`config.mk`:
```
export PLATFORM = sky130hd
export DESIGN_NAME = command_frame_crc_decoder
export DESIGN_NICKNAME = d
export VERILOG_FILES = /design/src/hw/rtl/cfcd_pkg.sv /design/src/hw/rtl/cfcd_capture.sv /design/src/hw/rtl/cfcd_check.sv /design/src/hw/rtl/command_frame_crc_decoder.sv
export SDC_FILE = /design/constraint.sdc
export NUM_CORES = 1
export LEC_CHECK = 0
export ABC_AREA = 1
export CAP_MARGIN = 20
export CORE_MARGIN = 4
export CORE_UTILIZATION = 42
export DETAILED_ROUTE_END_ITERATION = 8
export DONT_BUFFER_PORTS = 1
export PLACE_DENSITY = 0.64
export SLEW_MARGIN = 20
export SYNTH_ARGS = -nofsm -noshare
export SYNTH_HDL_FRONTEND = slang
export SYNTH_SLANG_ARGS = --single-unit
export TNS_END_PERCENT = 5
```
`constraint.sdc`:
```
create_clock -name aclk -period 5.8 [get_ports aclk]
set_clock_uncertainty 0.2 [all_clocks]
set_input_delay 0.87 -clock aclk [delete_from_list [all_inputs] [get_ports aclk]]
set_output_delay 0.87 -clock aclk [all_outputs]
set_load 0.02 [all_outputs]
```
`src/hw/rtl/cfcd_pkg.sv`:
```
// ----------------------------------------------------------------------------
// cfcd_pkg
// Shared types, codes and the CRC-16/CCITT-FALSE byte update for the command
// frame decoder.
// ----------------------------------------------------------------------------
package cfcd_pkg;

    // Frame layout
    localparam int unsigned FRAME_LAST_POS = 9;
    localparam int unsigned CRC_SPAN       = 8;
    localparam int unsigned INDEX_W        = 4;
    localparam logic [INDEX_W-1:0] INDEX_MAX = '1;

    // CRC-16/CCITT-FALSE
    localparam logic [15:0] CRC_POLY = 16'h1021;
    localparam logic [15:0] CRC_INIT = 16'hFFFF;

    // Configuration register indexes
    localparam int unsigned CFG_INDEX_W = 8;
    localparam int unsigned CFG_DATA_W  = 16;
    localparam logic [CFG_INDEX_W-1:0] REG_PROTOCOL_VERSION = 8'd0;
    localparam logic [CFG_INDEX_W-1:0] REG_STOP_CODE        = 8'd1;
    localparam logic [CFG_INDEX_W-1:0] REG_DRIVE_CODE       = 8'd2;
    localparam logic [CFG_INDEX_W-1:0] REG_DRIVE_LIMIT      = 8'd3;

    // Register reset values
    localparam logic [7:0]  PROTOCOL_VERSION_RST = 8'd1;
    localparam logic [7:0]  STOP_CODE_RST        = 8'd0;
    localparam logic [7:0]  DRIVE_CODE_RST       = 8'd1;
    localparam logic [14:0] DRIVE_LIMIT_RST      = 15'd1000;

    // Result status codes
    typedef enum logic [2:0] {
        STATUS_OK           = 3'd0,
        STATUS_BAD_LENGTH   = 3'd1,
        STATUS_BAD_VERSION  = 3'd2,
        STATUS_BAD_CRC      = 3'd3,
        STATUS_BAD_OPCODE   = 3'd4,
        STATUS_BAD_RANGE    = 3'd5,
        STATUS_BAD_SEMANTIC = 3'd6
    } status_t;

    // Configuration values seen by the checker
    typedef struct packed {
        logic [7:0]  protocol_version;
        logic [7:0]  stop_code;
        logic [7:0]  drive_code;
        logic [14:0] drive_limit;
    } cfg_t;

    // Frame state collected so far
    typedef struct packed {
        logic [INDEX_W-1:0] byte_index;
        logic [15:0]        crc_accum;
        logic               version_match;
        logic [7:0]         op_hold;
        logic [15:0]        seq_hold;
        logic [15:0]        left_hold;
        logic [15:0]        right_hold;
        logic [7:0]         crc_low_hold;
    } frame_t;

    // Byte-wide CRC update, MSB first
    function automatic logic [15:0] crc_byte(input logic [15:0] crc_in,
                                             input logic [7:0]  data);
        logic [15:0] crc;
        crc = crc_in ^ {data, 8'h00};
        for (int k = 0; k < 8; k++) begin
            if (crc[15]) begin
                crc = {crc[14:0], 1'b0} ^ CRC_POLY;
            end else begin
                crc = {crc[14:0], 1'b0};
            end
        end
        return crc;
    endfunction

endpackage

```
`src/hw/rtl/cfcd_capture.sv`:
```
// ----------------------------------------------------------------------------
// cfcd_capture
// Frame state registers: byte position, running CRC, version flag and the
// decoded field bytes. Position, CRC and version flag are cleared after the final byte of each frame.
// ----------------------------------------------------------------------------
module cfcd_capture
    import cfcd_pkg::*;
(
    input  logic        aclk,
    input  logic        aresetn,
    input  logic        byte_accept,
    input  logic [7:0]  frame_byte,
    input  logic        frame_end,
    input  logic [7:0]  protocol_version,
    output frame_t      frame
);

    logic [INDEX_W-1:0] byte_index_reg, byte_index_next;
    logic [15:0]        crc_accum_reg, crc_accum_next;
    logic               version_match_reg, version_match_next;
    logic [7:0]         op_hold_reg;
    logic [15:0]        seq_hold_reg;
    logic [15:0]        left_hold_reg;
    logic [15:0]        right_hold_reg;
    logic [7:0]         crc_low_hold_reg;

    // Advance position and CRC; drop back to the initial state on frame end
    always_comb begin
        byte_index_next    = byte_index_reg;
        crc_accum_next     = crc_accum_reg;
        version_match_next = version_match_reg;
        if (byte_accept) begin
            if (frame_end) begin
                byte_index_next    = '0;
                crc_accum_next     = CRC_INIT;
                version_match_next = 1'b0;
            end else begin
                if (byte_index_reg != INDEX_MAX) begin
                    byte_index_next = byte_index_reg + 1'b1;
                end
                if (byte_index_reg < INDEX_W'(CRC_SPAN)) begin
                    crc_accum_next = crc_byte(crc_accum_reg, frame_byte);
                end
                if (byte_index_reg == '0) begin
                    version_match_next = (frame_byte == protocol_version);
                end
            end
        end
    end

    always_ff @(posedge aclk) begin
        if (!aresetn) begin
            byte_index_reg    <= '0;
            crc_accum_reg     <= CRC_INIT;
            version_match_reg <= 1'b0;
        end else begin
            byte_index_reg    <= byte_index_next;
            crc_accum_reg     <= crc_accum_next;
            version_match_reg <= version_match_next;
        end
    end

    // Hold the field bytes at their frame positions
    always_ff @(posedge aclk) begin
        if (byte_accept) begin
            unique case (byte_index_reg)
                4'd1:    op_hold_reg          <= frame_byte;
                4'd2:    seq_hold_reg[7:0]    <= frame_byte;
                4'd3:    seq_hold_reg[15:8]   <= frame_byte;
                4'd4:    left_hold_reg[7:0]   <= frame_byte;
                4'd5:    left_hold_reg[15:8]  <= frame_byte;
                4'd6:    right_hold_reg[7:0]  <= frame_byte;
                4'd7:    right_hold_reg[15:8] <= frame_byte;
                4'd8:    crc_low_hold_reg     <= frame_byte;
                default: ;
            endcase
        end
    end

    assign frame.byte_index    = byte_index_reg;
    assign frame.crc_accum     = crc_accum_reg;
    assign frame.version_match = version_match_reg;
    assign frame.op_hold       = op_hold_reg;
    assign frame.seq_hold      = seq_hold_reg;
    assign frame.left_hold     = left_hold_reg;
    assign frame.right_hold    = right_hold_reg;
    assign frame.crc_low_hold  = crc_low_hold_reg;

endmodule

```
`src/hw/rtl/cfcd_check.sv`:
```
// ----------------------------------------------------------------------------
// cfcd_check
// Frame checks in priority order on the final byte, and the result register
// toward the output channel.
// ----------------------------------------------------------------------------
module cfcd_check
    import cfcd_pkg::*;
(
    input  logic               aclk,
    input  logic               aresetn,
    input  logic               result_load,
    input  logic [7:0]         frame_byte,
    input  frame_t             frame,
    input  cfg_t               cfg,
    input  logic               m_ready,
    output logic               m_valid,
    output logic [2:0]         m_status,
    output logic [7:0]         m_op,
    output logic [15:0]        m_seq_number,
    output logic signed [15:0] m_left_drive,
    output logic signed [15:0] m_right_drive
);

    logic               m_valid_reg, m_valid_next;
    status_t            status_reg, status_next;
    logic [7:0]         op_reg;
    logic [15:0]        seq_reg;
    logic signed [15:0] left_reg;
    logic signed [15:0] right_reg;

    logic signed [16:0] lim_pos;
    logic signed [16:0] lim_neg;
    logic signed [16:0] left_ext;
    logic signed [16:0] right_ext;
    logic               range_bad;
    logic               is_stop;
    logic               is_drive;

    // Compare the signed drive values against plus or minus the limit
    assign lim_pos   = signed'({2'b00, cfg.drive_limit});
    assign lim_neg   = -lim_pos;
    assign left_ext  = signed'({frame.left_hold[15], frame.left_hold});
    assign right_ext = signed'({frame.right_hold[15], frame.right_hold});
    assign range_bad = (left_ext < lim_neg) || (left_ext > lim_pos)
                    || (right_ext < lim_neg) || (right_ext > lim_pos);
    assign is_stop   = (frame.op_hold == cfg.stop_code);
    assign is_drive  = (frame.op_hold == cfg.drive_code);

    // Run the checks in order; the first failure sets the status
    always_comb begin
        priority if (frame.byte_index != INDEX_W'(FRAME_LAST_POS)) begin
            status_next = STATUS_BAD_LENGTH;
        end else if (!frame.version_match) begin
            status_next = STATUS_BAD_VERSION;
        end else if ({frame_byte, frame.crc_low_hold} != frame.crc_accum) begin
            status_next = STATUS_BAD_CRC;
        end else if (!is_stop && !is_drive) begin
            status_next = STATUS_BAD_OPCODE;
        end else if (range_bad) begin
            status_next = STATUS_BAD_RANGE;
        end else if (is_stop && (frame.left_hold != '0 || frame.right_hold != '0)) begin
            status_next = STATUS_BAD_SEMANTIC;
        end else begin
            status_next = STATUS_OK;
        end
    end

    // Set valid on a load, drop it once the transfer completes
    always_comb begin
        m_valid_next = m_valid_reg;
        if (result_load) begin
            m_valid_next = 1'b1;
        end else if (m_ready) begin
            m_valid_next = 1'b0;
        end
    end

    always_ff @(posedge aclk) begin
        if (!aresetn) begin
            m_valid_reg <= 1'b0;
        end else begin
            m_valid_reg <= m_valid_next;
        end
    end

    // Load the result; decoded fields only when the frame passed
    always_ff @(posedge aclk) begin
        if (result_load) begin
            status_reg <= status_next;
            if (status_next == STATUS_OK) begin
                op_reg    <= frame.op_hold;
                seq_reg   <= frame.seq_hold;
                left_reg  <= signed'(frame.left_hold);
                right_reg <= signed'(frame.right_hold);
            end else begin
                op_reg    <= '0;
                seq_reg   <= '0;
                left_reg  <= '0;
                right_reg <= '0;
            end
        end
    end

    assign m_valid       = m_valid_reg;
    assign m_status      = status_reg;
    assign m_op          = op_reg;
    assign m_seq_number  = seq_reg;
    assign m_left_drive  = left_reg;
    assign m_right_drive = right_reg;

endmodule

```
`src/hw/rtl/command_frame_crc_decoder.sv`:
```
// ----------------------------------------------------------------------------
// command_frame_crc_decoder
// Checks and decodes 10-byte command frames protected by CRC-16/CCITT-FALSE.
// ----------------------------------------------------------------------------
// Usage:
//   Input channel (s_): one frame byte per transfer, s_frame_end on the last
//   byte. Output channel (m_): one result per frame, given after the transfer
//   that carries s_frame_end: status plus opcode, sequence number and the two
//   signed drive values, all zero unless the status is OK.
//   Config channel (cfg_): register index and data, always ready; write only
//   while no frame is in flight and no result is pending.
// Result: registered on the transfer that carries the final byte.
// Throughput: one byte per cycle while s_ready is high; the byte-wide CRC update
//   and the frame checks are combinational, feeding the frame registers and the
//   result register.
// Reset: frame state returns to its start (CRC 0xFFFF, position 0) and the
//   registers take their defaults; no result is pending.
// Stall: a pending result holds while m_ready is low; s_ready then stays low
//   only until the result is taken, and drops only while a result waits.
// ----------------------------------------------------------------------------
module command_frame_crc_decoder
    import cfcd_pkg::*;
(
    input  logic                   aclk,
    input  logic                   aresetn,
    // Input byte stream
    input  logic                   s_valid,
    output logic                   s_ready,
    input  logic [7:0]             s_frame_byte,
    input  logic                   s_frame_end,
    // Result stream
    output logic                   m_valid,
    input  logic                   m_ready,
    output logic [2:0]             m_status,
    output logic [7:0]             m_op,
    output logic [15:0]            m_seq_number,
    output logic signed [15:0]     m_left_drive,
    output logic signed [15:0]     m_right_drive,
    // Configuration writes
    input  logic                   cfg_valid,
    output logic                   cfg_ready,
    input  logic [CFG_INDEX_W-1:0] cfg_index,
    input  logic [CFG_DATA_W-1:0]  cfg_data
);

    cfg_t   cfg_reg, cfg_next;
    frame_t frame;
    logic   byte_accept;
    logic   result_load;

    // Take a byte whenever the result register is free or being drained
    assign s_ready     = !m_valid || m_ready;
    assign byte_accept = s_valid && s_ready;
    assign result_load = byte_accept && s_frame_end;
    assign cfg_ready   = 1'b1;

    // Register writes; unknown indexes are dropped
    always_comb begin
        cfg_next = cfg_reg;
        if (cfg_valid) begin
            unique case (cfg_index)
                REG_PROTOCOL_VERSION: cfg_next.protocol_version = cfg_data[7:0];
                REG_STOP_CODE:        cfg_next.stop_code        = cfg_data[7:0];
                REG_DRIVE_CODE:       cfg_next.drive_code       = cfg_data[7:0];
                REG_DRIVE_LIMIT:      cfg_next.drive_limit      = cfg_data[14:0];
                default: ;
            endcase
        end
    end

    always_ff @(posedge aclk) begin
        if (!aresetn) begin
            cfg_reg.protocol_version <= PROTOCOL_VERSION_RST;
            cfg_reg.stop_code        <= STOP_CODE_RST;
            cfg_reg.drive_code       <= DRIVE_CODE_RST;
            cfg_reg.drive_limit      <= DRIVE_LIMIT_RST;
        end else begin
            cfg_reg <= cfg_next;
        end
    end

    cfcd_capture u_capture (
        .aclk             (aclk),
        .aresetn          (aresetn),
        .byte_accept      (byte_accept),
        .frame_byte       (s_frame_byte),
        .frame_end        (s_frame_end),
        .protocol_version (cfg_reg.protocol_version),
        .frame            (frame)
    );

    cfcd_check u_check (
        .aclk          (aclk),
        .aresetn       (aresetn),
        .result_load   (result_load),
        .frame_byte    (s_frame_byte),
        .frame         (frame),
        .cfg           (cfg_reg),
        .m_ready       (m_ready),
        .m_valid       (m_valid),
        .m_status      (m_status),
        .m_op          (m_op),
        .m_seq_number  (m_seq_number),
        .m_left_drive  (m_left_drive),
        .m_right_drive (m_right_drive)
    );

endmodule

```
==> impl_results.md, run 1 <==
* Post-Syn Area at 9430 sq um
* Die Y at 158 microns
* Post-Syn Nets at 1052
* Placed cell count at 1215
* Crit path kind: reg -> reg
* Post-cts gate resize count at 0
* Final hold slack at 280 ps
* WL/cell at 17.1 microns
* Status: completed
* Netlist cell types at 42
* Final setup violating endpoints at 0
* Global route total overflow at 0
* Max FFs per register at 39
* Num CTS Buffers at 17
* Crit path largest cell delay at 500 ps
* Clk root buf: clkbuf_16
* Via count at 6489
* Area taken by multi-input logic gates at 3790 sq um
* Pwr/cell area at 271 nW/um^2
* Clock slew at reported path FFs at 70 ps
* Ys Warns at 0
* First-pass GRT wire length at 33800 microns
* Maximum clock path buffer count at 2
* Max-slew violations at 0
* Placed cell areas at 9710 sq um
* Top cells by area, synth: edfxtp_1 (39%), dfxtp_1 (13%), ha_1 (8.4%)
* All-Layer GR Usage at 17.7%
* Total Neg Setup Slack at 0 ps
* Worst-Skew Late Latency at 440 ps
* Tcrit/Tclk final at 78.9%
* Synth top area share at 39.2%
* # diodes at 0
* # DRC at 0
* Post-CTS setup repair buffer count at 0
* Final std cells w/o fill at 1247
* Final Wtd Congestion at 0.900
* Fin area at 10300 sq um
* Unrepaired setup endpoints after global routing: false
* Most common cell after layout, fill and taps aside: inv_1
* Final nets at 1055
* Vias in the first global route at 6305
* Largest net degree at the start of global routing at 61
* Die X at 158 microns
* WL final at 21300 microns
* Worst-margin pin slew at 1090 ps
* Peak VDD IR at 0.167 mV
* CP Data Required Time at 5760 ps
* Hold buffers post-CTS at 0
* First-pass detailed-route iteration total at 5
* CP bufs+invs at 4
* Hold Fails Final Rpt at 0
* Area growth from synthesis to layout at 9.27%
* Top_reg_cell synth: edfxtp_1
* Post-synth EDFFs at 123
* CP max FO at 32
* Vias/cell at 5.20
* Slowest CP cell: nand2_2
* Fmax at 0.219 GHz
* DP HPWL at 15700 microns
* Iteration-0 DRC Markers at 440
* Fraction of layout cells with a size suffix above 1 at 10.3%
* Syn Inst Count at 951
* Placeable Area at 22000 sq um
* Rows at 54
* Port Buf Inserts at 0
* HP Class: reg -> reg
* Register area at 4910 sq um
* Tmin final at 4580 ps
* Proportion of synthesized chip area in sequential cells at 52.1%
* CP endpoint kind: flip-flop
* Cell taking the most area after synthesis: edfxtp_1
* Fillers at 1981
* Final ANT Viol Nets at 0
* Io pins at 100
* Average cell area after synthesis at 9.92 sq um
* Die area at 24900 sq um
* CTS sink cnt at 184
* Relative slew slack at 26.7%
* Ys async rst share at 0%
* WP data arrival at 4530 ps
* Max Cap Violations at 0
* Initial antenna violation count at 0
* CP startpoint kind: flip-flop
* Htree depth at 4
* Synthesized flop and latch total at 184
* Critical path, cell by cell: inv_1, ha_1, nand2_1, nor2_1, nand3_1, nor3_1, nand3_1, nor2_1, ha_1, nand2_1, inv_1, nand3_1, nor2_1, nand4_1, nor2_1, nor2_1, nand3_1, a21oi_2, nand3_1, nand2_1, inv_1, nand2_2, buf_12, nor3_1
* Pleak at 4.15 nW
* Delay-heaviest family, CP: simple AND/OR/NAND/NOR gates
* Most frequent cells in the layout: inv_1 (148), edfxtp_1 (123), nand2_1 (120)
* Initial core utilization at 42.9%
* CTS tree: done
[path summary, 6_finish.rpt]
kind / from / endpoint / slack, ps / cells past startpoint
hold reg to reg: cfg_reg[32] / cfg_reg[32] / 280 / 2
hold / removal: cfg_reg[32] / cfg_reg[32] / 280 / 2
setup / recovery: cfg_reg[1] / u_check.m_left_drive[15] / 1220 / 24
setup reg to reg: cfg_reg[1] / u_check.m_left_drive[15] / 1220 / 24
[where the power goes]
group	leakage (nW)	total, mW	switching [mW]	internal, mW
Sequential	1.63	1.47	0.0414	1.43
Clock	0.287	1.19	0.517	0.671
Combinational	2.23	0.130	0.0853	0.0448
Total	4.15	2.79	0.644	2.15
[cell usage after synthesis (19+ instances only)]
library cell  instances
nand4_1              19
dfxtp_1              61
nor2_1               56
xnor2_1              20
edfxtp_1            123
nand3_1              30
nor3_2               41
o21ai_0              56
inv_1               148
xor2_1               29
nor3_1               33
nand2_1             122
a21oi_1              58
ha_1                 63
[cell type report]
type	instances	area share, %
Sequential cell	184	47.7
Inverter	150	5.46
Clock inverter	11	1.34
Timing Repair Buffer	10	0.826
Multi-Input combinational cell	591	36.8
Tap cell	280	3.40
Clock buffer	21	4.48
[cell families after synthesis]
kind of cell	count (synthesis)	share of synthesized area, %
and+or+nand+nor	328	18.1
DFF	184	52.1
buffers and inverters	176	7.80
AOI/OAI and AO/OA	150	9.04
adders and majority gates	63	8.36
xor gates and xnor gates	49	4.55
other	1	0.0398
[metrics by stage]
stage | utilization (%) | setup WS [ps] | total power, mW
floorplan | - | 549 | 1.60
global placement | 44.2 | 1280 | 1.63
detailed placement | 44.2 | 1200 | 1.63
CTS | 46.9 | 1200 | 2.81
global route | 46.9 | 599 | 2.89
finish | 46.9 | 1220 | 2.79
[worst reg2reg max path, cell delays in order (launching register included)]
cell and delay (ps):
dfxtp_1 340, inv_1 110, ha_1 250, nand2_1 130
nor2_1 180, nand3_1 130, nor3_1 310, nand3_1 170
nor2_1 200, ha_1 310, nand2_1 100, inv_1 40
nand3_1 80, nor2_1 50, nand4_1 80, nor2_1 40
nor2_1 110, nand3_1 110, a21oi_2 230, nand3_1 100
nand2_1 70, inv_1 50, nand2_2 500, buf_12 310
nor3_1 90
[per-layer routing]
layer	vias to the layer above	wire length, microns	global-route usage (%)
li1	3256	-	-
met1	3025	10000	24.3
met2	179	9710	27.9
met3	29	1210	4.32
met4	0	363	5.04
met5	-	0	0
No activity file was read; power rests on OpenSTA's default activity.
==> run 2: changes to the inputs <==
--- a/config.mk
+++ b/config.mk
@@ -11,7 +11,7 @@
 export CORE_UTILIZATION = 42
 export DETAILED_ROUTE_END_ITERATION = 8
 export DONT_BUFFER_PORTS = 1
-export PLACE_DENSITY = 0.64
+export PLACE_DENSITY = 0.67
 export SLEW_MARGIN = 20
 export SYNTH_ARGS = -nofsm -noshare
 export SYNTH_HDL_FRONTEND = slang
==> constraint.sdc (replaced) <==
create_clock -name aclk -period 3.9 [get_ports aclk]
set_clock_uncertainty 0.2 [all_clocks]
set_input_delay 0.585 -clock aclk [delete_from_list [all_inputs] [get_ports aclk]]
set_output_delay 0.585 -clock aclk [all_outputs]
set_load 0.02 [all_outputs]
==> impl_results.md, run 2 (synthesized netlist as in run 1, its figures left out) <==
* Final hold slack at 39.2 ps
* Final std cells w/o fill at 1276
* All-Layer GR Usage at 17.7%
* Pre-CTS WS at -15.6 ps
* Initial core utilization at 42.9%
* CP Data Required Time at 3980 ps
* Area growth from synthesis to layout at 15.1%
* Final ANT Viol Nets at 0
* CP max FO at 6
* Routed wl met3 at 1320 microns
* Hold Fails Final Rpt at 0
* Fraction of layout cells with a size suffix above 1 at 16.2%
* Die area at 24900 sq um
* Met1 WL at 10300 microns
* Max FFs per register at 39
* Final setup violating endpoints at 0
* Global route total overflow at 0
* Tcrit/Tclk final at 97.8%
* WL/cell at 17.7 microns
* WP data arrival at 3890 ps
* Tmin final at 3810 ps
* Placed cell count at 1230
* Die X at 158 microns
* Initial antenna violation count at 0
* Max Cap Violations at 0
* Fmax at 0.262 GHz
* Io pins at 100
* # diodes at 0
* Htree depth at 4
* First-pass detailed-route iteration total at 5
* # DRC at 0
* CP startpoint kind: flip-flop
* Final nets at 1084
* Pwr/cell area at 373 nW/um^2
* Maximum clock path buffer count at 2
* Fin area at 10900 sq um
* Crit path kind: reg -> reg
* Placed cell areas at 9850 sq um
* CTS tree: done
* Fillers at 1926
* Most frequent cells in the layout: inv_1 (146), edfxtp_1 (123), nand2_1 (115)
* Num CTS Buffers at 17
* Iteration-0 DRC Markers at 476
* Pleak at 4.42 nW
* Placeable Area at 22000 sq um
* Peak VDD IR at 0.295 mV
* CTS sink cnt at 184
* DP HPWL at 15600 microns
* Met2 WL at 10600 microns
* Clk root buf: clkbuf_16
* Tot Pwr at 4.05 mW
* Relative slew slack at 6.21%
* Via count at 6709
* Unrepaired setup endpoints after global routing: true
* WL final at 22600 microns
* Rows at 54
* Port Buf Inserts at 0
* Top sig layer: met4
* Vias in the first global route at 6302
* HP Class: in -> reg
* Clock slew at reported path FFs at 70 ps
* Setup ws final at 87.0 ps
* Largest net degree at the start of global routing at 61
* Most common cell after layout, fill and taps aside: inv_1
* Worst-Skew Late Latency at 440 ps
* Vias/cell at 5.26
* First-pass GRT wire length at 33800 microns
* Worst-margin pin slew at 1400 ps
* CP endpoint kind: flip-flop
* Max-slew violations at 0
* Final Wtd Congestion at 0.884
* Hold buffers post-CTS at 0
* Die Y at 158 microns
* Status: completed
==> run 2: power by group <==
group          total [mW]  switching, mW  internal (mW)
sequential           2.19         0.0619           2.13
clock                1.66          0.745          0.911
combinational       0.204          0.132         0.0723
total                4.05          0.939           3.11
==> run 2: timing repair <==
action | CTS | global route
pin swaps | 0 | 15
hold endpoints to repair | 0 | 0
setup buffers | 0 | 6
gates cloned | 0 | 8
resized for setup | 1 | 51
endpoints found under the setup margin | 38 | 59
==> run 2: final timing paths <==
kind,cells past startpoint,to,slack [ps],start
min,0,u_capture.crc_low_hold_reg[6],40,s_frame_byte[6]
min reg2reg,2,cfg_reg[38],270,cfg_reg[38]
max reg2reg,23,u_check.m_op[6],90,cfg_reg[7]
max,23,u_check.m_op[6],90,cfg_reg[7]
==> run 2: layer usage <==
layer	up-vias	GRT usage, %
met1	3174	23.9
li1	3316	-
met4	0	5.04
met3	27	4.73
met2	192	28.3
met5	-	0
==> run 2: stage by stage <==
| stage | setup TNS, ps | util [%] |
|---|---|---|
| 6_report | 0 | 49.4 |
| 5_1_grt | -3410 | 49.4 |
| 4_1_cts | 0 | 47.4 |
| 3_5_place_dp | -87.2 | 44.8 |
| 3_3_place_gp | 0 | 44.8 |
| 2_1_floorplan | 0 | - |
==> run 2: final cells by class <==
class / count / area, sq um / area share (%)
clock buffers: 23 / 499 / 4.60
clock inverters: 9 / 62.6 / 0.577
inverters: 150 / 566 / 5.21
multi-input cells: 592 / 4020 / 37.0
flip-flops and latches: 184 / 4920 / 45.3
well taps: 280 / 350 / 3.23
repair buffers: 38 / 434 / 4.00
==> run 2: worst max-delay path, stage by stage (launching register included) <==
cell       delay [ps]
dfxtp_1           310
inv_1             160
nand2_1           100
nor2_1            150
nand3_2           150
nor3_4            240
nand3_2           140
xor2_2            180
ha_1              310
nand3_2            90
nor2_1            110
nand4_1            80
nor2_1            120
nor2_1             70
nand2_1            60
nand2_1            60
a21oi_2           210
nand2_1           100
nand2_2            70
nand2_2            70
nand2_4           130
nand2_8           110
clkbuf_16         260
nor3_4            190
